--- config.mk ---
export PLATFORM = sky130hd
export DESIGN_NAME = vtg_cordic_cell
export DESIGN_NICKNAME = d
export VERILOG_FILES = /design/src/rtl/vtg_pkg.sv /design/src/rtl/vtg_cordic_cell.sv
export SDC_FILE = /design/constraint.sdc
export NUM_CORES = 1
export LEC_CHECK = 0
export BUFFER_PORTS_ARGS = -buffer_cell sky130_fd_sc_hd__clkbuf_2
export CORE_AREA = 2 2 210 212
export CTS_BUF_LIST = sky130_fd_sc_hd__clkbuf_8 sky130_fd_sc_hd__clkbuf_16
export DETAILED_ROUTE_END_ITERATION = 8
export DIE_AREA = 0 0 212 214
export PLACE_DENSITY = 0.67
export SLEW_MARGIN = 0
export SYNTH_ARGS = -nofsm -noshare
export SYNTH_HDL_FRONTEND = slang
export SYNTH_SLANG_ARGS = --single-unit
--- constraint.sdc ---
create_clock -name clk -period 0.85 [get_ports clk]
set_input_delay 0.085 -clock clk [delete_from_list [all_inputs] [get_ports clk]]
set_output_delay 0.085 -clock clk [all_outputs]
set_load 0.005 [all_outputs]
--- src/rtl/vtg_pkg.sv ---
// ----------------------------------------------------------------------------
// vtg_pkg
// Shared types and constants for the vertex texture coordinate generator.
// ----------------------------------------------------------------------------
package vtg_pkg;

	// Register indexes of the configuration port
	localparam logic [2:0] REG_MODE     = 3'd0;
	localparam logic [2:0] REG_FACTOR_U = 3'd1;
	localparam logic [2:0] REG_FACTOR_V = 3'd2;
	localparam logic [2:0] REG_OFFSET_U = 3'd3;
	localparam logic [2:0] REG_OFFSET_V = 3'd4;

	// Mapping modes (the unused code behaves as planar)
	localparam logic [1:0] MODE_PLANAR    = 2'd0;
	localparam logic [1:0] MODE_SPHERICAL = 2'd1;
	localparam logic [1:0] MODE_BOX       = 2'd2;

	// Datapath widths
	localparam int XW = 36;   // CORDIC x / y
	localparam int ZW = 34;   // CORDIC angle, Q2.30
	localparam int CW = 33;   // coordinate entering the scale stage
	localparam int SQ_STEPS = 32;   // one result bit per square root cell

	// pi in Q2.30
	localparam logic [32:0] PI_Q30 = 33'd3373259426;

	// atan(2^-i) in Q2.30
	localparam logic [29:0] ATAN_Q30 [32] = '{
		30'd843314857, 30'd497837829, 30'd263043837, 30'd133525159, 30'd67021687,
		30'd33543516, 30'd16775851, 30'd8388437, 30'd4194283, 30'd2097149,
		30'd1048576, 30'd524288, 30'd262144, 30'd131072, 30'd65536, 30'd32768,
		30'd16384, 30'd8192, 30'd4096, 30'd2048, 30'd1024, 30'd512, 30'd256,
		30'd128, 30'd64, 30'd32, 30'd16, 30'd8, 30'd4, 30'd2, 30'd1, 30'd0
	};

	typedef struct packed {
		logic signed [31:0] pos_x;
		logic signed [31:0] pos_y;
		logic signed [31:0] pos_z;
		logic signed [15:0] normal_x;
		logic signed [15:0] normal_y;
		logic signed [15:0] normal_z;
	} in_item_t;

	typedef struct packed {
		logic signed [31:0] tex_u;
		logic signed [31:0] tex_v;
	} out_item_t;

	// Rotation state of one CORDIC cell
	typedef struct packed {
		logic signed [XW-1:0] x;
		logic signed [XW-1:0] y;
		logic signed [ZW-1:0] z;
	} cordic_t;

	// Remainder and partial root of one square root cell
	typedef struct packed {
		logic [63:0] n;
		logic [63:0] res;
	} isqrt_t;

	// Per-vertex data that rides along the cell chains
	typedef struct packed {
		logic                 sph;
		logic                 yneg;
		logic [31:0]          ax;
		logic [31:0]          az;
		logic [31:0]          ay;
		logic signed [CW-1:0] cu;
		logic signed [CW-1:0] cv;
	} side_t;

endpackage

--- src/rtl/vtg_cordic_cell.sv ---
// ----------------------------------------------------------------------------
// vtg_cordic_cell
// One vectoring micro-rotation by 2^-IDX, with the vertex data carried along.
// ----------------------------------------------------------------------------
module vtg_cordic_cell #(
	parameter int IDX = 0
) (
	input  logic             clk,
	input  logic             arst_n,
	input  logic             en,
	input  logic             in_valid,
	input  vtg_pkg::cordic_t in_st,
	input  vtg_pkg::side_t   in_side,
	output logic             out_valid,
	output vtg_pkg::cordic_t out_st,
	output vtg_pkg::side_t   out_side
);

	localparam logic signed [vtg_pkg::ZW-1:0] ATAN =
		vtg_pkg::ZW'(vtg_pkg::ATAN_Q30[IDX]);

	logic             valid_q;
	vtg_pkg::cordic_t st_q;
	vtg_pkg::side_t   side_q;
	vtg_pkg::cordic_t nxt;
	logic signed [vtg_pkg::XW-1:0] dx, dy;

	// Rotate toward the x axis (floor shifts)
	always_comb begin
		dx = in_st.y >>> IDX;
		dy = in_st.x >>> IDX;
		if (!in_st.y[vtg_pkg::XW-1]) begin
			nxt.x = in_st.x + dx;
			nxt.y = in_st.y - dy;
			nxt.z = in_st.z + ATAN;
		end else begin
			nxt.x = in_st.x - dx;
			nxt.y = in_st.y + dy;
			nxt.z = in_st.z - ATAN;
		end
	end

	always_ff @(posedge clk or negedge arst_n) begin
		if (!arst_n) begin
			valid_q <= 1'b0;
		end else if (en) begin
			valid_q <= in_valid;
		end
	end

	always_ff @(posedge clk) begin
		if (en) begin
			st_q   <= nxt;
			side_q <= in_side;
		end
	end

	assign out_valid = valid_q;
	assign out_st    = st_q;
	assign out_side  = side_q;

endmodule

Word level (Yosys, flattened, before mapping)
Cells that the tools add are included.
{"block": "totals", "reg_bits": 271, "latch_bits": 0, "mem_bits_rw": 0, "rom_bits": 0, "wordCells": 17, "n_memories": 0}
{"block": "classes", "addsub": 5, "mul": 0, "div": 0, "order_cmp": 0, "eq_ne": 0, "n_shift": 0, "muxes": 1, "n_bitwise": 0, "reduce_logical": 0}
{"op": "106-bit two-way mux", "count": 1}
{"op": "36-bit subtractor", "count": 2}
{"op": "36-bit adder", "count": 1}
{"op": "34-bit by 31-bit adder with 34-bit output, second input constant", "count": 1}
{"op": "34-bit by 31-bit subtractor with 34-bit output, second input constant", "count": 1}

Longest topological paths before layout
{"block": "logic_depth", "ltp_word": 2, "depth_mapped": 13, "depth_no_buf": 12}

Worst setup path after synthesis
Ideal clock, no wire load.
{"block": "synth_path", "path_kind": "input -> register", "startpoint": "in in_st[69] in the netlist's numbering", "endpoint": "reg st_q (netlist bit out_st[29]) (data pin)", "arrival_time_ns": 3.013, "t_required_ns": 0.587, "slack_ns": -2.427, "cell_stages": 13, "path_cell_list": "clkinv_1 clkbuf_1 buf_1 ha_1 a21o_1 a21o_1 a21o_1 a221oi_1 o31ai_1 a21oi_1 o21ai_0 a211oi_1 xnor2_1"}
{"item": "start: declaration", "line": "vtg_cordic_cell.sv:12", "source": "input vtg_pkg::cordic_t in_st,"}
{"item": "end signal: assignment", "line": "vtg_cordic_cell.sv:53", "source": "st_q <= nxt;"}
{"item": "end: declaration", "line": "vtg_cordic_cell.sv:23", "source": "vtg_pkg::cordic_t st_q;"}

==> impl_metrics.ini <==
[grt]
grt_overflow = 0
grt_pass1_wl_um = 114000
track_usage = 0.336
grt_pass1_vias = 18200
antenna_found_initial = 16
grt_max_degree = 66

[finish]
area_growth_pct = 83.6
drive_above_1_share = 0.541
fill_cells = 3063
layout.nets = 3103
seq_area_mm2 = 0.00810
multi_input_area_mm2 = 0.00926

[sta]
finalHoldViolCount = 16
period_share = 2.71
setup_viol_count_final = 369
hold_ws_ps = -78.0
final_max_slew_viol_count = 0
tns_ps = -193020
period_minus_slack_ps = 2310
fin_skew_ps = 0
rsz0062_at_grt = true
worst_slack_ps = -1460
tightest_slew_ps = 727
maxSlewHeadroom = 0.515
fmax_ghz = 0.433

[synthesis]
ys_ff_latch = 270
synthFlopType = edfxtp_1
synth_area_mm2 = 0.0159
netlist.area_leader.share = 0.509
synth_commonest_cells = edfxtp_1 (269), a21oi_1 (165), ha_1 (141), inv_1 (114), nor2_1 (87)
async_flop_share = 0.00370
ys_warn_count = 0
yosysSeqAreaShare = 0.510
ys_types = 76
synth_area_leaders = edfxtp_1 (51%), ha_1 (11%), a21oi_1 (5.2%)
synth_top_cell_by_area = edfxtp_1
synth_most_common_cell = edfxtp_1
synth_area_per_cell_um2 = 11.1
syn_inst = 1429
synth_fp_nets = 1848
synth-edff-count = 269

[drt]
first_pass_iters = 5
drtIter0Drc = 1569
vias = 17900
drc = 0
via_per_inst = 5.42
routed_wl_um = 83200
antenna_left = 0
wl_per_cell_um = 25.2

[floorplanning]
fp.dieH_um = 214
die_w_um = 212
die-area_mm2 = 0.0454
io_pins = 545
num_rows = 76
initial_core_util = 0.370
core_area_mm2 = 0.0429

[cts]
postCtsHoldBufs = 171
clockBufferDepth = 3
cts.clk_slew.worst_paths_ps = 80
cts_tree = done
clock-root-buffer = clkbuf_16
cts_made_buffers = 30
htree_levels = 1
numClockSinks = 270
clk_latency_ps = 600

[critical_path]
worstSetupStartpointType = input pin
r2r_cells = 1
critPathMaxFanout = 4
r2r_slack_ps = 50
endpoint_kind = register
arrival_ps = 2650
path_class = input pin to register
cp.required_ps = 1190

[placement]
finalWeightedCongestion = 0.973
port_buffers = 544
place_hpwl_um = 56400

[power]
power_frac_clock = 0.291
seq_power_share = 0.359
cellLeakagePower_nw = 13.2
pwr-share-comb = 0.350
swShare = 0.316
total_power_mw = 48.2
peakVddDrop_v = 0.00166
internal_power_mw = 33.0
switching_power_mw = 15.2
power_density_mw_per_mm2 = 1650

[outcome]
violations = negative hold slack, negative setup slack
status = complete, but fails checks

[worst_hold_path]
hp-class = input pin to register
whs_path_depth = 2

[job]
cap_viol_max_count = 0
==> what timing repair did <==
| action | in CTS | in global routing |
|---|---|---|
| buffers inserted | 44 | 45 |
| gates cloned | 2 | 0 |
| pin swaps | 145 | 120 |
| resized for setup | 259 | 220 |
| hold endpoints to repair | 190 | 16 |
| endpoints found under the setup margin | 371 | 369 |
==> power groups by stage <==
stage	Sequential, mW	Clock [mW]	Combinational [mW]
2_1_floorplan	17.4	0	5.32
3_3_place_gp	17.5	0	12.7
4_1_cts	17.2	14.0	15.0
3_5_place_dp	17.5	0	12.8
5_1_grt	17.4	14.6	17.6
6_report	17.3	14.0	16.9
==> flip-flops by register name, summed over array words and instances (netlist names) <==
| name | flops |
|---|---|
| out_valid | 1 |
| out_st | 105 |
| out_side | 164 |
==> cells in the final DEF, fill, tap and decap left out, types with 15 or more instances in the layout <==
cell           synthesis  routed
buf_6                  1      87
inv_1                114      99
a21oi_4                0      18
ha_1                 141      98
a21oi_2                0      48
xnor2_2                0      21
nand3_1               19      15
xnor2_1               81      59
buf_4                  2     470
clkbuf_16              0      34
edfxtp_1             269     269
nand2_1               51      41
o21bai_1              26      22
o21ai_0               79      40
dlygate4sd3_1          0     171
nor3_1                27      20
o21ai_2                0      20
nor2_1                87      76
a21oi_1              165      99
ha_4                   0      37
a21o_1                53      53
clkbuf_2               0     497
==> worst max-delay path, stage by stage <==
cell and delay, ps:
buf_16 120, buf_8 120, ha_4 250, a21o_1 130
nand4_1 250, a21oi_4 290, a21oi_4 100, buf_6 120
buf_6 120, o21bai_4 260, a21o_1 220, a21oi_2 110
xnor2_2 440
==> metal layers <==
metal  share of wire  vias up  GRT usage  wire [µm]
met2            0.47     1080      0.565      39500
met5         0.00068        -          0         57
met4           0.070        8      0.201       5840
met3           0.089      299     0.0834       7390
met1            0.37     8724      0.384      30400
li1                -     7807          -          -
==> final cells by class <==
| cell class | instances | share of cell area |
|---|---|---|
| Antenna cell | 14 | 0.00120 |
| Clock buffer | 30 | 0.0258 |
| Clock inverter | 26 | 0.0100 |
| Inverter | 116 | 0.0176 |
| Multi-Input combinational cell | 993 | 0.318 |
| Sequential cell | 270 | 0.278 |
| Tap cell | 585 | 0.0251 |
| Timing Repair Buffer | 1272 | 0.324 |
| Timing Repair inverter | 1 | 0.000558 |
==> through the flow <==
stage	worst slack (ps)	utilization	instance area, µm²	cells
floorplan	-1790	-	16800	1429
global placement	-2140	0.553	23700	3001
detailed placement	-2150	0.553	23700	3001
CTS	-1420	0.655	28100	3267
global route	-1510	0.679	29100	3301
finish	-1460	0.680	29200	3307
==> worst paths after layout <==
| kind | from | end |
|---|---|---|
| setup / recovery | in_st[69] | out_st[19] |
| hold / removal | en | out_st[57] |
| setup reg to reg | out_valid | out_valid |
| hold reg to reg | out_valid | out_valid |
| max in group asynchronous | arst_n | out_valid |
| min in group asynchronous | arst_n | out_valid |
==> kinds of logic (layout without fill, tap and decap cells) <==
group                      Yosys count  count (layout)  synth area share
adders and majority gates          145             145             0.116
AOI/OAI and AO/OA                  453             453             0.179
and+or+nand+nor                    278             278            0.0874
DFF                                270             270             0.510
buffers and inverters              166            1445            0.0407
xor gates and xnor gates            97              97            0.0535
other                                0              14                 0
muxes                               20              20            0.0127
(Power assumes the default switching activity.)
