===== src/rtl/vtg_pkg.sv =====
// ----------------------------------------------------------------------------
// vtg_pkg
// Shared types and constants for the vertex texture coordinate generator.
// ----------------------------------------------------------------------------
package vtg_pkg;

	// Register indexes of the configuration port
	localparam logic [2:0] REG_MODE     = 3'd0;
	localparam logic [2:0] REG_FACTOR_U = 3'd1;
	localparam logic [2:0] REG_FACTOR_V = 3'd2;
	localparam logic [2:0] REG_OFFSET_U = 3'd3;
	localparam logic [2:0] REG_OFFSET_V = 3'd4;

	// Mapping modes (the unused code behaves as planar)
	localparam logic [1:0] MODE_PLANAR    = 2'd0;
	localparam logic [1:0] MODE_SPHERICAL = 2'd1;
	localparam logic [1:0] MODE_BOX       = 2'd2;

	// Datapath widths
	localparam int XW = 36;   // CORDIC x / y
	localparam int ZW = 34;   // CORDIC angle, Q2.30
	localparam int CW = 33;   // coordinate entering the scale stage
	localparam int SQ_STEPS = 32;   // one result bit per square root cell

	// pi in Q2.30
	localparam logic [32:0] PI_Q30 = 33'd3373259426;

	// atan(2^-i) in Q2.30
	localparam logic [29:0] ATAN_Q30 [32] = '{
		30'd843314857, 30'd497837829, 30'd263043837, 30'd133525159, 30'd67021687,
		30'd33543516, 30'd16775851, 30'd8388437, 30'd4194283, 30'd2097149,
		30'd1048576, 30'd524288, 30'd262144, 30'd131072, 30'd65536, 30'd32768,
		30'd16384, 30'd8192, 30'd4096, 30'd2048, 30'd1024, 30'd512, 30'd256,
		30'd128, 30'd64, 30'd32, 30'd16, 30'd8, 30'd4, 30'd2, 30'd1, 30'd0
	};

	typedef struct packed {
		logic signed [31:0] pos_x;
		logic signed [31:0] pos_y;
		logic signed [31:0] pos_z;
		logic signed [15:0] normal_x;
		logic signed [15:0] normal_y;
		logic signed [15:0] normal_z;
	} in_item_t;

	typedef struct packed {
		logic signed [31:0] tex_u;
		logic signed [31:0] tex_v;
	} out_item_t;

	// Rotation state of one CORDIC cell
	typedef struct packed {
		logic signed [XW-1:0] x;
		logic signed [XW-1:0] y;
		logic signed [ZW-1:0] z;
	} cordic_t;

	// Remainder and partial root of one square root cell
	typedef struct packed {
		logic [63:0] n;
		logic [63:0] res;
	} isqrt_t;

	// Per-vertex data that rides along the cell chains
	typedef struct packed {
		logic                 sph;
		logic                 yneg;
		logic [31:0]          ax;
		logic [31:0]          az;
		logic [31:0]          ay;
		logic signed [CW-1:0] cu;
		logic signed [CW-1:0] cv;
	} side_t;

endpackage


===== src/rtl/vtg_isqrt_cell.sv =====
// ----------------------------------------------------------------------------
// vtg_isqrt_cell
// One digit step of the integer square root, trial bit 4^(31-K).
// ----------------------------------------------------------------------------
module vtg_isqrt_cell #(
	parameter int K = 0
) (
	input  logic            clk,
	input  logic            arst_n,
	input  logic            en,
	input  logic            in_valid,
	input  vtg_pkg::isqrt_t in_st,
	input  vtg_pkg::side_t  in_side,
	output logic            out_valid,
	output vtg_pkg::isqrt_t out_st,
	output vtg_pkg::side_t  out_side
);

	localparam logic [63:0] BIT = 64'd1 << (62 - 2 * K);

	logic            valid_q;
	vtg_pkg::isqrt_t st_q;
	vtg_pkg::side_t  side_q;
	vtg_pkg::isqrt_t nxt;
	logic [63:0]     trial;

	// Subtract the trial value when it fits
	always_comb begin
		trial = in_st.res + BIT;
		if (in_st.n >= trial) begin
			nxt.n   = in_st.n - trial;
			nxt.res = (in_st.res >> 1) + BIT;
		end else begin
			nxt.n   = in_st.n;
			nxt.res = in_st.res >> 1;
		end
	end

	always_ff @(posedge clk or negedge arst_n) begin
		if (!arst_n) begin
			valid_q <= 1'b0;
		end else if (en) begin
			valid_q <= in_valid;
		end
	end

	always_ff @(posedge clk) begin
		if (en) begin
			st_q   <= nxt;
			side_q <= in_side;
		end
	end

	assign out_valid = valid_q;
	assign out_st    = st_q;
	assign out_side  = side_q;

endmodule


===== config.mk =====
export PLATFORM = sky130hd
export DESIGN_NAME = vtg_isqrt_cell
export DESIGN_NICKNAME = d
export VERILOG_FILES = /design/src/rtl/vtg_pkg.sv /design/src/rtl/vtg_isqrt_cell.sv
export SDC_FILE = /design/constraint.sdc
export NUM_CORES = 1
export LEC_CHECK = 0
export ABC_AREA = 1
export BUFFER_PORTS_ARGS = -buffer_cell sky130_fd_sc_hd__buf_2
export CORE_AREA = 2 2 230 232
export CTS_BUF_LIST = sky130_fd_sc_hd__clkbuf_16
export CTS_CLUSTER_DIAMETER = 60
export DETAILED_ROUTE_END_ITERATION = 12
export DIE_AREA = 0 0 232 234
export GPL_TIMING_DRIVEN = 0
export PLACE_DENSITY = 0.62
export SLEW_MARGIN = 20
export SYNTH_ARGS = -nofsm -noshare
export SYNTH_HDL_FRONTEND = slang
export SYNTH_SLANG_ARGS = --single-unit

===== constraint.sdc =====
create_clock -name clk -period 1.03 [get_ports clk]
set_clock_uncertainty 0.15 [all_clocks]
set_input_delay 0.206 -clock clk [delete_from_list [all_inputs] [get_ports clk]]
set_output_delay 0.206 -clock clk [all_outputs]
set_load 0.01 [all_outputs]

-- After elaboration in Yosys (flattened, before gate mapping)
Cells that the tools add are included.
- input bits: 296
- logic and storage cells: 16
- flip-flop bits (word level): 293
- multiplexer cells: 1
- $lt $le $gt $ge: 1
- $add $sub $neg: 3
- operators with widths (cell ; count):
    128-bit 2-to-1 mux ; 1
    63-bit by 63-bit adder with 64-bit output, second input constant ; 1
    64-bit by 63-bit adder with 64-bit output, second input constant ; 1
    64-bit greater-or-equal comparator ; 1
    64-bit subtractor ; 1

-- Longest topological paths before layout
Gate-level depths: netlist of run 1.
- depth after elaboration: 3
- mapped depth: 18

-- Worst setup path before layout of run 1
Ideal clock, no wire load.
- kind: in2reg
- from: input port in_st[64] in the netlist's numbering
- to: register st_q (netlist bit out_st[78]) (data pin)
- setup time: 252 ps
- setup slack: -1266 ps
- required time: 628 ps
- buffers on the path: 1
- stages on the path: 18
- arrival time: 1894 ps
- cells stage by stage: inv_1 > ha_1 > fa_1 > inv_1 > nand3_1 > nand2_2 > nand2_2 > nand2_4 > nand2_2 > nand2_2 > nand2_2 > nand3_2 > nand2_4 > nand2_8 > inv_4 > buf_2 > nand2_1 > nand2_1
- RTL lines (item ; RTL line ; text):
    start: declaration ; vtg_isqrt_cell.sv:12 ; input vtg_pkg::isqrt_t in_st,
    end signal: assignment ; vtg_isqrt_cell.sv:49 ; st_q <= nxt;
    end: declaration ; vtg_isqrt_cell.sv:22 ; vtg_pkg::isqrt_t st_q;

==> impl_metrics.yaml, run 1 <==
die:
  die_y_um: 234
  core_region_area_sq_mm: 0.0520
  top_level_ports: 589
  effective_utilization_at_floorplan_pct: 30.8
  die_w_um: 232
  floorplan.die_area_sq_mm: 0.0543
  row_count: 84
global_routing:
  use_met3_pct: 4.97
  grt_util_met1_pct: 31.7
  most_crowded_layer_gr: "met2"
  globalRoute.totalOverflow: 0
  global_route.usage.total_pct: 26.6
  via_count_of_the_first_global_routing_pass: 16466
  grt_pass1_wl_um: 105000
  global_route.usage.met2_pct: 47.2
  antenna_found_initial: 9
  largest_net_degree_at_the_start_of_global_routing: 93
setup_path:
  worst_r2r_path_depth: 1
  cp_data_required_time_ns: 1.29
  worstSetupStartpointType: "primary input"
  cp_max_fo: 6
  crit_path_end: "out_st[107]"
  timing_worst_setup_path_type: "primary input to flop"
  regToRegEndpoint: "out_valid"
  regToRegStartpoint: "out_valid"
  worst_ep_arrival_time_ns: 2.24
  worst_setup_path_startpoint: "in_st[60]"
  crit_path_end_kind: "flop"
  timing.reg2reg.setup_slack_ns: 0
clock_network:
  clk_pin_slew_ns: 0.06
  cts_made_buffers: 38
  htree_levels: 2
  cts_sinks: 293
  cts_tree: "built"
  clkLatencyLatePin_ns: 0.55
  clock_tree.buffer_depth: 3
  clockRootBuffer: "sky130_fd_sc_hd__clkbuf_16"
logic_synthesis:
  synth-seq-cells: 293
  syn-mean-instance-area_sq_um: 8.52
  yosys_warnings: 0
  synth_sequential_area_ratio_pct: 55.0
  yosysUniqueCellTypes: 35
  netlist_area_sq_mm: 0.0160
  syn-instance-count: 1879
  synth.net_count: 2240
sta:
  timing.final.max_slew_violations: 0
  final.hold.worst_slack_ns: -0.0888
  postLayoutSetupSlackWorst_ns: -0.949
  timing.max_slew.rel_slack_pct: 62.6
  setup-violations-final: 456
  worstMarginPinSlew_ns: 0.561
  finalWorstPathRequiredPeriod_ns: 1.98
  rsz0062_at_grt: "yes"
  endpoints_failing_hold: 41
  finalCritPeriodShare_pct: 192
  fmaxAchievable_ghz: 0.505
routing:
  avgRoutedWirePerCell_um: 21.1
  via_count: 16249
  drt-vias-per-instance: 4.57
  drc_violation_total_after_the_first_tritonroute_iteration: 826
  drt_drc_violations_left: 0
  drt_wl_total_um: 74900
  ant_nets: 0
  dr.pass1.iters: 5
power_and_ir_drop:
  power_density_mw_per_mm2: 1480
  total_leakage_power_nw: 12.8
  irDropWorstVdd_uv: 1270
  fin_total_pwr_mw: 38.6
final_layout:
  final_nets: 3192
  final_core_utilization_pct: 50.2
  postLayoutCellArea_sq_mm: 0.0261
  layout.cells.non_filler: 3555
  syn_to_final_growth_pct: 63.2
  post_route_cells_drive_above_1_share_pct: 32.9
  number_of_fill_cells_in_the_layout: 4902
run:
  max-cap-violations: 0
placement:
  hpwlAfterDp_um: 58700
  place.port_buffers: 588
  dpl_cell_area_sq_mm: 0.0200
  place.gp.congestion: 0.963
  dpl.cell_count: 3158
outcome:
  failed_checks: "negative hold slack, negative setup slack"
  run_status: "finished, violations left"
worst_hold_path:
  worstHoldPathType: "primary input to flop"
[how the worst min path moves through the flow]
| stage | startpoint | end | slack, ns | cells past startpoint |
|---|---|---|---|---|
| global route | en | out_side[91] | -0.09 | 1 |
| detailed placement | arst_n | out_valid | -0.17 | 1 |
| finish | en | out_side[19] | -0.09 | 1 |
| CTS | in_st[65] | out_st[65] | -0.11 | 3 |
| floorplan | arst_n | out_valid | -0.24 | 0 |
| global placement | arst_n | out_valid | -0.17 | 1 |
[synthesized netlist by cell type (all sizes together)]
| master | instances | share of area, % |
|---|---|---|
| a21oi | 44 | 1.4 |
| and2 | 2 | 0.078 |
| and3 | 1 | 0.039 |
| buf | 13 | 0.75 |
| clkinv | 1 | 0.023 |
| dfrtp | 1 | 0.16 |
| edfxtp | 292 | 55 |
| fa | 1 | 0.13 |
| ha | 64 | 5.0 |
| inv | 407 | 9.6 |
| mux2 | 1 | 0.070 |
| nand2 | 768 | 18 |
| nand3 | 90 | 3.2 |
| nand4 | 20 | 0.78 |
| nor2 | 122 | 3.1 |
| nor3 | 10 | 0.48 |
| nor4 | 2 | 0.078 |
| o21ai | 8 | 0.25 |
| xnor2 | 2 | 0.11 |
| xor2 | 30 | 1.6 |
[layer usage]
layer	part of all wire (%)	vias to the layer above
met1	40	7753
li1	-	7760
met5	0.048	-
met2	49	599
met3	6.1	131
met4	4.8	6
[cell type report]
cell class                 count  area [sq um]  share of cell area, %
sequential                   293          8790                   33.7
multi-input combinational   1165          6770                   25.9
timing repair buffer         912          6690                   25.6
inverter                     408          1560                   5.97
clock buffer                  39           976                   3.74
tap                          688           861                   3.30
clock inverter                30           263                   1.01
buffer                        13           180                  0.690
antenna                        7          17.5                 0.0671
[kinds of logic after synthesis]
logic type                 after synthesis  share of synthesized area, %
muxes                                    1                        0.0704
xor gates and xnor gates                32                          1.75
and+or+nand+nor                       1015                          26.1
adders and majority gates               65                          5.13
AOI/OAI and AO/OA                       52                          1.67
buffers and inverters                  421                          10.3
DFF                                    293                          55.0
[per-stage QoR]
| step | hold slack [ns] | setup slack, ns | TNS (ns) |
|---|---|---|---|
| after floorplan | -0.240 | -1.18 | -76.69 |
| after global placement | -0.170 | -4.84 | -1455.59 |
| after detailed placement | -0.166 | -2.08 | -278.58 |
| after CTS | -0.111 | -0.906 | -201.03 |
| after global routing | -0.0883 | -1.00 | -218.52 |
| final | -0.0888 | -0.949 | -195.49 |
[cell usage in the layout, fill, tap and decap left out, types with 4 or more instances in the layout]
master / synthesis / final
sky130_fd_sc_hd__buf_8: 0 / 5
sky130_fd_sc_hd__nor2_2: 10 / 28
sky130_fd_sc_hd__ha_1: 64 / 7
sky130_fd_sc_hd__nor2_1: 111 / 84
sky130_fd_sc_hd__xor2_1: 30 / 30
sky130_fd_sc_hd__a21oi_1: 42 / 33
sky130_fd_sc_hd__diode_2: 0 / 7
sky130_fd_sc_hd__dlygate4sd3_1: 0 / 294
sky130_fd_sc_hd__nand2_1: 753 / 691
sky130_fd_sc_hd__inv_2: 10 / 28
sky130_fd_sc_hd__buf_16: 0 / 4
sky130_fd_sc_hd__o21ai_0: 7 / 4
sky130_fd_sc_hd__nand2_4: 2 / 15
sky130_fd_sc_hd__nor2_4: 1 / 10
sky130_fd_sc_hd__clkbuf_16: 0 / 40
sky130_fd_sc_hd__ha_2: 0 / 6
sky130_fd_sc_hd__clkinv_1: 1 / 8
sky130_fd_sc_hd__inv_1: 396 / 380
sky130_fd_sc_hd__buf_6: 2 / 79
sky130_fd_sc_hd__a21oi_2: 2 / 8
sky130_fd_sc_hd__nand3_4: 0 / 8
sky130_fd_sc_hd__edfxtp_1: 292 / 292
sky130_fd_sc_hd__nor3_1: 7 / 5
sky130_fd_sc_hd__clkinv_2: 0 / 6
sky130_fd_sc_hd__buf_4: 5 / 27
sky130_fd_sc_hd__buf_2: 4 / 512
sky130_fd_sc_hd__nand4_1: 20 / 20
sky130_fd_sc_hd__ha_4: 0 / 51
sky130_fd_sc_hd__nand3_2: 11 / 17
sky130_fd_sc_hd__nand2_2: 12 / 61
sky130_fd_sc_hd__nand3_1: 79 / 65
[flip-flops by register name, indices dropped and copies added (netlist names)]
name / count
out_side: 164
out_st: 128
out_valid: 1
[worst max-delay path: stages]
cell,delay (ns)
sky130_fd_sc_hd__buf_2,0.09
sky130_fd_sc_hd__inv_1,0.05
sky130_fd_sc_hd__ha_1,0.44
sky130_fd_sc_hd__nand2_2,0.17
sky130_fd_sc_hd__nor3_4,0.28
sky130_fd_sc_hd__nand2_2,0.12
sky130_fd_sc_hd__nor3_4,0.16
sky130_fd_sc_hd__nand2_4,0.09
sky130_fd_sc_hd__nand2_8,0.11
sky130_fd_sc_hd__buf_12,0.16
sky130_fd_sc_hd__buf_12,0.15
sky130_fd_sc_hd__nand3_4,0.10
sky130_fd_sc_hd__nand2_1,0.08
[power by group]
part	total (mW)	internal, mW	switching, mW
Combinational	10.5	4.40	6.06
Clock	13.2	7.71	5.49
Sequential	14.9	14.5	0.390
Total	38.6	26.6	11.9
[timing repair]
item,4_1_cts,5_1_grt
resized for setup,313,89
endpoints found under the hold margin,335,42
setup endpoints to repair,433,456
buffers inserted,20,5
pin swaps,31,8
cloned,1,1
hold buffers,293,1
No activity file was read; power rests on OpenSTA's default activity.
==> run 2: changes to the inputs <==
- CORE_AREA: 2 2 230 232 -> 2 2 228 230
- DIE_AREA: 0 0 232 234 -> 0 0 230 232
- PLACE_DENSITY: 0.62 -> 0.63
- clock period: 1.03 -> 2.6 ns (I/O delays scaled with it)
==> run 2 against run 1 <==
  * The run now ends clean
  * Clock power fell by 62%
  * Global-route usage rose by 0.36 points
  * First-iteration DRC count rose by 17%
  * Register-to-register slack improved by 1.6 ns
  * Worst setup slack improved by 0.99 ns
  * Largest cell class unchanged
  * Highest routed layer unchanged
==> impl_metrics.yaml, run 2 (synthesis results as in run 1) <==
sta:
  worstMarginPinSlew_ns: 0.511
  endpoints_failing_hold: 0
  fmaxAchievable_ghz: 0.391
  final.hold.worst_slack_ns: 0.0298
  timing.final.max_slew_violations: 0
  setup-violations-final: 0
  postLayoutSetupSlackWorst_ns: 0.0452
  finalCritPeriodShare_pct: 98.3
  finalWorstPathRequiredPeriod_ns: 2.55
  timing.max_slew.rel_slack_pct: 65.8
  rsz0062_at_grt: "yes"
setup_path:
  cp_common_cell: "sky130_fd_sc_hd__buf_12"
  critical-path-max-stage-delay_ns: 0.40
  cp_data_required_time_ns: 2.77
  crit_path_end_kind: "flop"
  timing_worst_setup_path_type: "primary input to flop"
  cp_cell_sequence: "buf_2 -> inv_1 -> ha_1 -> a21oi_1 -> o21ai_0 -> a21oi_2 -> nand2_2 -> nor2_4 -> nand2_8 -> buf_12 -> buf_12 -> nand3_2 -> nand2_1"
  worstSetupStartpointType: "primary input"
  crit_path_top_delay_cell: "sky130_fd_sc_hd__ha_1"
  cp_max_fo: 10
  worst_ep_arrival_time_ns: 2.72
die:
  die_y_um: 232
  die_w_um: 230
  effective_utilization_at_floorplan_pct: 31.4
  floorplan.die_area_sq_mm: 0.0534
  top_level_ports: 589
  core_region_area_sq_mm: 0.0509
  row_count: 83
placement:
  place.gp.congestion: 0.960
  dpl_cell_area_sq_mm: 0.0199
  place.port_buffers: 588
  dpl.cell_count: 3150
  dp_worst_setup_slack_ns: -0.763
  hpwlAfterDp_um: 60000
global_routing:
  largest_net_degree_at_the_start_of_global_routing: 82
  via_count_of_the_first_global_routing_pass: 15826
  globalRoute.totalOverflow: 0
  global_route.usage.total_pct: 27.0
  grt_pass1_wl_um: 104000
  antenna_found_initial: 5
run:
  max-cap-violations: 0
power_and_ir_drop:
  irDropWorstVdd_uv: 521
  total_leakage_power_nw: 12.0
  power_density_mw_per_mm2: 616
final_layout:
  largest_register_ff_count: 164
  number_of_fill_cells_in_the_layout: 5076
  layout.cells.non_filler: 3436
  final_common_cell: "sky130_fd_sc_hd__nand2_1"
  syn_to_final_growth_pct: 45.7
  final_nets: 3086
  postLayoutCellArea_sq_mm: 0.0233
  most-common-layout-cells: "sky130_fd_sc_hd__nand2_1 (744), sky130_fd_sc_hd__buf_2 (588), sky130_fd_sc_hd__inv_1 (400)"
  post_route_cells_drive_above_1_share_pct: 26.8
routing:
  avgRoutedWirePerCell_um: 21.5
  ant_nets: 0
  drt_wl_total_um: 74000
  drt_drc_violations_left: 0
  dr.pass1.iters: 5
  drt-vias-per-instance: 4.53
  via_count: 15567
  drc_violation_total_after_the_first_tritonroute_iteration: 966
clock_network:
  clkLatencyLatePin_ns: 0.57
  clk_pin_slew_ns: 0.06
  cts_sinks: 293
  clock_tree.buffer_depth: 3
  cts_made_buffers: 38
  clockRootBuffer: "sky130_fd_sc_hd__clkbuf_16"
  htree_levels: 2
  cts_tree: "built"
worst_hold_path:
  worstHoldPathType: "primary input to flop"
outcome:
  run_status: "finished, final reports clean"
[run 2: path summary, 6_finish.rpt]
check,slack (ns),depth (start not counted),to,from
max,0.05,13,out_st[109],in_st[57]
min,0.03,1,out_side[64],in_side[64]
max reg2reg,1.57,1,out_valid,out_valid
min reg2reg,0.56,1,out_valid,out_valid
max in group asynchronous,2.07,2,out_valid,arst_n
min in group asynchronous,0.14,2,out_valid,arst_n
[run 2: per-stage QoR]
step | TNS, ns | util [%] | power [mW]
global route | -0.0236 | 45.8 | 15.0
floorplan | 0 | - | 7.56
CTS | 0 | 45.6 | 14.4
finish | 0 | 45.8 | 14.4
global placement | -998.72 | 38.9 | 9.19
detailed placement | -37.74 | 39.1 | 9.17
[run 2: critical path, delay by kind of cell]
kind / cells / cell delay, ns
AO/OA/AOI/OAI: 3 / 0.73
AND/OR/NAND/NOR: 5 / 0.59
adder cells (fa/ha/maj): 1 / 0.40
buffers and inverters: 4 / 0.46
[run 2: layout make-up]
| class | instances | area, sq um | share of cell area, % |
|---|---|---|---|
| sequential | 293 | 8790 | 37.7 |
| multi-input combinational | 1165 | 5640 | 24.2 |
| timing repair buffer | 806 | 5180 | 22.2 |
| inverter | 408 | 1540 | 6.60 |
| clock buffer | 38 | 951 | 4.08 |
| tap | 680 | 851 | 3.65 |
| clock inverter | 30 | 210 | 0.901 |
| buffer | 13 | 139 | 0.596 |
| antenna | 3 | 7.51 | 0.0322 |
[run 2: per-layer routing]
layer  track usage, %  vias to the layer above  share of wire, %
met4             9.86                        6               4.1
li1                 -                     7544                 -
met3             5.26                      125               6.3
met1             31.6                     7323                40
met2             48.9                      569                50
met5                0                        -             0.046
[run 2: power breakdown]
| part | total (mW) | internal, mW | leakage [nW] | switching, mW |
|---|---|---|---|---|
| combinational | 3.51 | 1.28 | 8.58 | 2.23 |
| clock | 4.97 | 2.73 | 0.587 | 2.24 |
| sequential | 5.88 | 5.75 | 2.87 | 0.128 |
| total | 14.4 | 9.76 | 12.0 | 4.60 |
[run 2: timing repair]
item	4_1_cts	5_1_grt
cloned	0	0
hold buffers	213	1
pin swaps	0	1
gates resized for setup	7	28
setup endpoints to repair	15	37
buffers inserted	0	1
hold endpoints to repair	213	1
==> run 3: changes to the inputs <==
- REMOVE_ABC_BUFFERS: default -> 1
==> run 3 against run 2 <==
  * First-iteration DRC count increased by 0.72%
  * Clock-buffer cell count unchanged
  * Global-route usage decreased by 0.92 points
  * Non-clock buffer count shrank 17
  * Design area increased by 0.38%
  * Register-to-register slack gained 0.12 ns
  * Sequential share of layout area shrank 0.14 points
  * Routed wire length fell by 2.9%
  * Sequential power about the same
  * Worst hold slack got worse by 0.0083 ns
  * Clock power grew 5.6%
  * Via count down 0.97%
  * Critical endpoint is now out_st[113]
  * Largest cell class unchanged
==> impl_metrics.yaml, run 3 (synthesis results as in run 1) <==
die:
  core_region_area_sq_mm: 0.0509
  row_count: 83
  top_level_ports: 589
  die_w_um: 230
  die_y_um: 232
  floorplan.die_area_sq_mm: 0.0534
  effective_utilization_at_floorplan_pct: 31.4
outcome:
  run_status: "finished, final reports clean"
routing:
  drt_wl_total_um: 71900
  drt-vias-per-instance: 4.50
  drt_drc_violations_left: 0
  ant_nets: 0
  drc_violation_total_after_the_first_tritonroute_iteration: 973
  via_count: 15416
  dr.pass1.iters: 5
  avgRoutedWirePerCell_um: 21.0
setup_path:
  critical-path-max-stage-delay_ns: 0.34
  cp_top_family: "simple AND/OR/NAND/NOR gates"
  crit_path_end_kind: "flop"
  cp_common_cell: "sky130_fd_sc_hd__nand2_1"
  worstSetupStartpointType: "primary input"
  buffer_and_inverter_count_on_the_worst_path: 2
  timing.reg2reg.setup_slack_ns: 1.69
  crit_path_top_delay_cell: "sky130_fd_sc_hd__ha_1"
  cp_data_required_time_ns: 2.76
  cp_cell_sequence: "buf_2 -> xnor2_1 -> ha_1 -> nand2_2 -> o21ai_0 -> a21oi_2 -> nand2_1 -> nor2_4 -> nand2_8 -> buf_12 -> nand3_1 -> nand2_1"
  cp_max_fo: 8
  worst_ep_arrival_time_ns: 2.70
  timing_worst_setup_path_type: "primary input to flop"
clock_network:
  clock_tree.buffer_depth: 3
  cts_tree: "built"
  cts_sinks: 293
  cts_made_buffers: 37
  clk_pin_slew_ns: 0.06
  htree_levels: 2
  clockRootBuffer: "sky130_fd_sc_hd__clkbuf_16"
  clkLatencyLatePin_ns: 0.55
final_layout:
  most-common-layout-cells: "sky130_fd_sc_hd__nand2_1 (741), sky130_fd_sc_hd__buf_2 (587), sky130_fd_sc_hd__inv_1 (401)"
  layout.cells.non_filler: 3422
  syn_to_final_growth_pct: 46.3
  number_of_fill_cells_in_the_layout: 5095
  largest_register_ff_count: 164
  final_nets: 3072
  post_route_cells_drive_above_1_share_pct: 27.3
  final_common_cell: "sky130_fd_sc_hd__nand2_1"
  multiInputGateArea_sq_mm: 0.00579
  area.sequential_sq_mm: 0.00879
global_routing:
  global_route.usage.total_pct: 26.1
  largest_net_degree_at_the_start_of_global_routing: 101
  antenna_found_initial: 5
  via_count_of_the_first_global_routing_pass: 15482
  globalRoute.totalOverflow: 0
  grt_pass1_wl_um: 101000
sta:
  final.hold.worst_slack_ns: 0.0215
  worstMarginPinSlew_ns: 0.557
  timing.max_slew.rel_slack_pct: 62.8
  setup-violations-final: 0
  finalCritPeriodShare_pct: 97.9
  endpoints_failing_hold: 0
  finalWorstPathRequiredPeriod_ns: 2.55
  fin_tns_setup_ns: 0
  fmaxAchievable_ghz: 0.393
  postLayoutSetupSlackWorst_ns: 0.0540
  timing.final.max_slew_violations: 0
placement:
  place.port_buffers: 588
  dpl.cell_count: 3137
  place.gp.congestion: 0.910
  hpwlAfterDp_um: 56700
  dp_worst_setup_slack_ns: -1.37
power_and_ir_drop:
  total_leakage_power_nw: 12.0
  irDropWorstVdd_uv: 502
  power_density_mw_per_mm2: 625
worst_hold_path:
  worstHoldPathType: "primary input to flop"
run:
  max-cap-violations: 0
[run 3: where the power goes]
| group | total [mW] | switching [mW] | internal (mW) |
|---|---|---|---|
| registers | 5.87 | 0.125 | 5.75 |
| clock network | 5.25 | 2.15 | 3.10 |
| logic | 3.50 | 2.22 | 1.28 |
| total | 14.6 | 4.50 | 10.1 |
[run 3: area by class of cell]
type,instances,area share (%)
tap,680,3.63
multi-input combinational,1168,24.7
inverter,408,6.61
timing repair buffer,802,22.1
clock inverter,28,1.21
antenna,4,0.0428
sequential,293,37.6
clock buffer,38,4.06
timing repair inverter,1,0.0481
[run 3: routing by layer]
metal,track usage (%),wire [um],up-vias
met4,8.47,2690,6
li1,-,-,7506
met5,0,29,-
met1,31.7,29900,7274
met2,46.8,35600,521
met3,4.41,3610,109
[run 3: final timing paths]
path,start,to,cells after the start
max in group asynchronous,arst_n,out_valid,2
worst max register to register,out_valid,out_valid,1
worst min register to register,out_valid,out_valid,1
min in group asynchronous,arst_n,out_valid,2
worst max-delay path,in_st[63],out_st[113],12
worst min-delay path,in_st[4],out_st[3],1
[run 3: through the flow]
| stage | util, % | power, mW | area [sq um] |
|---|---|---|---|
| detailed placement | 38.8 | 9.03 | 19800 |
| finish | 46.0 | 14.6 | 23400 |
| global placement | 38.7 | 9.04 | 19700 |
| floorplan | - | 7.49 | 15900 |
| global route | 46.0 | 15.2 | 23400 |
| CTS | 45.5 | 14.7 | 23200 |
[run 3: repair_timing]
item / in CTS / in global routing
cloned: 3 / 1
setup buffers: 5 / 5
pin swaps: 2 / 6
gates resized for setup: 15 / 32
hold buffers: 201 / 0
setup endpoints to repair: 66 / 65
endpoints found under the hold margin: 201 / 0
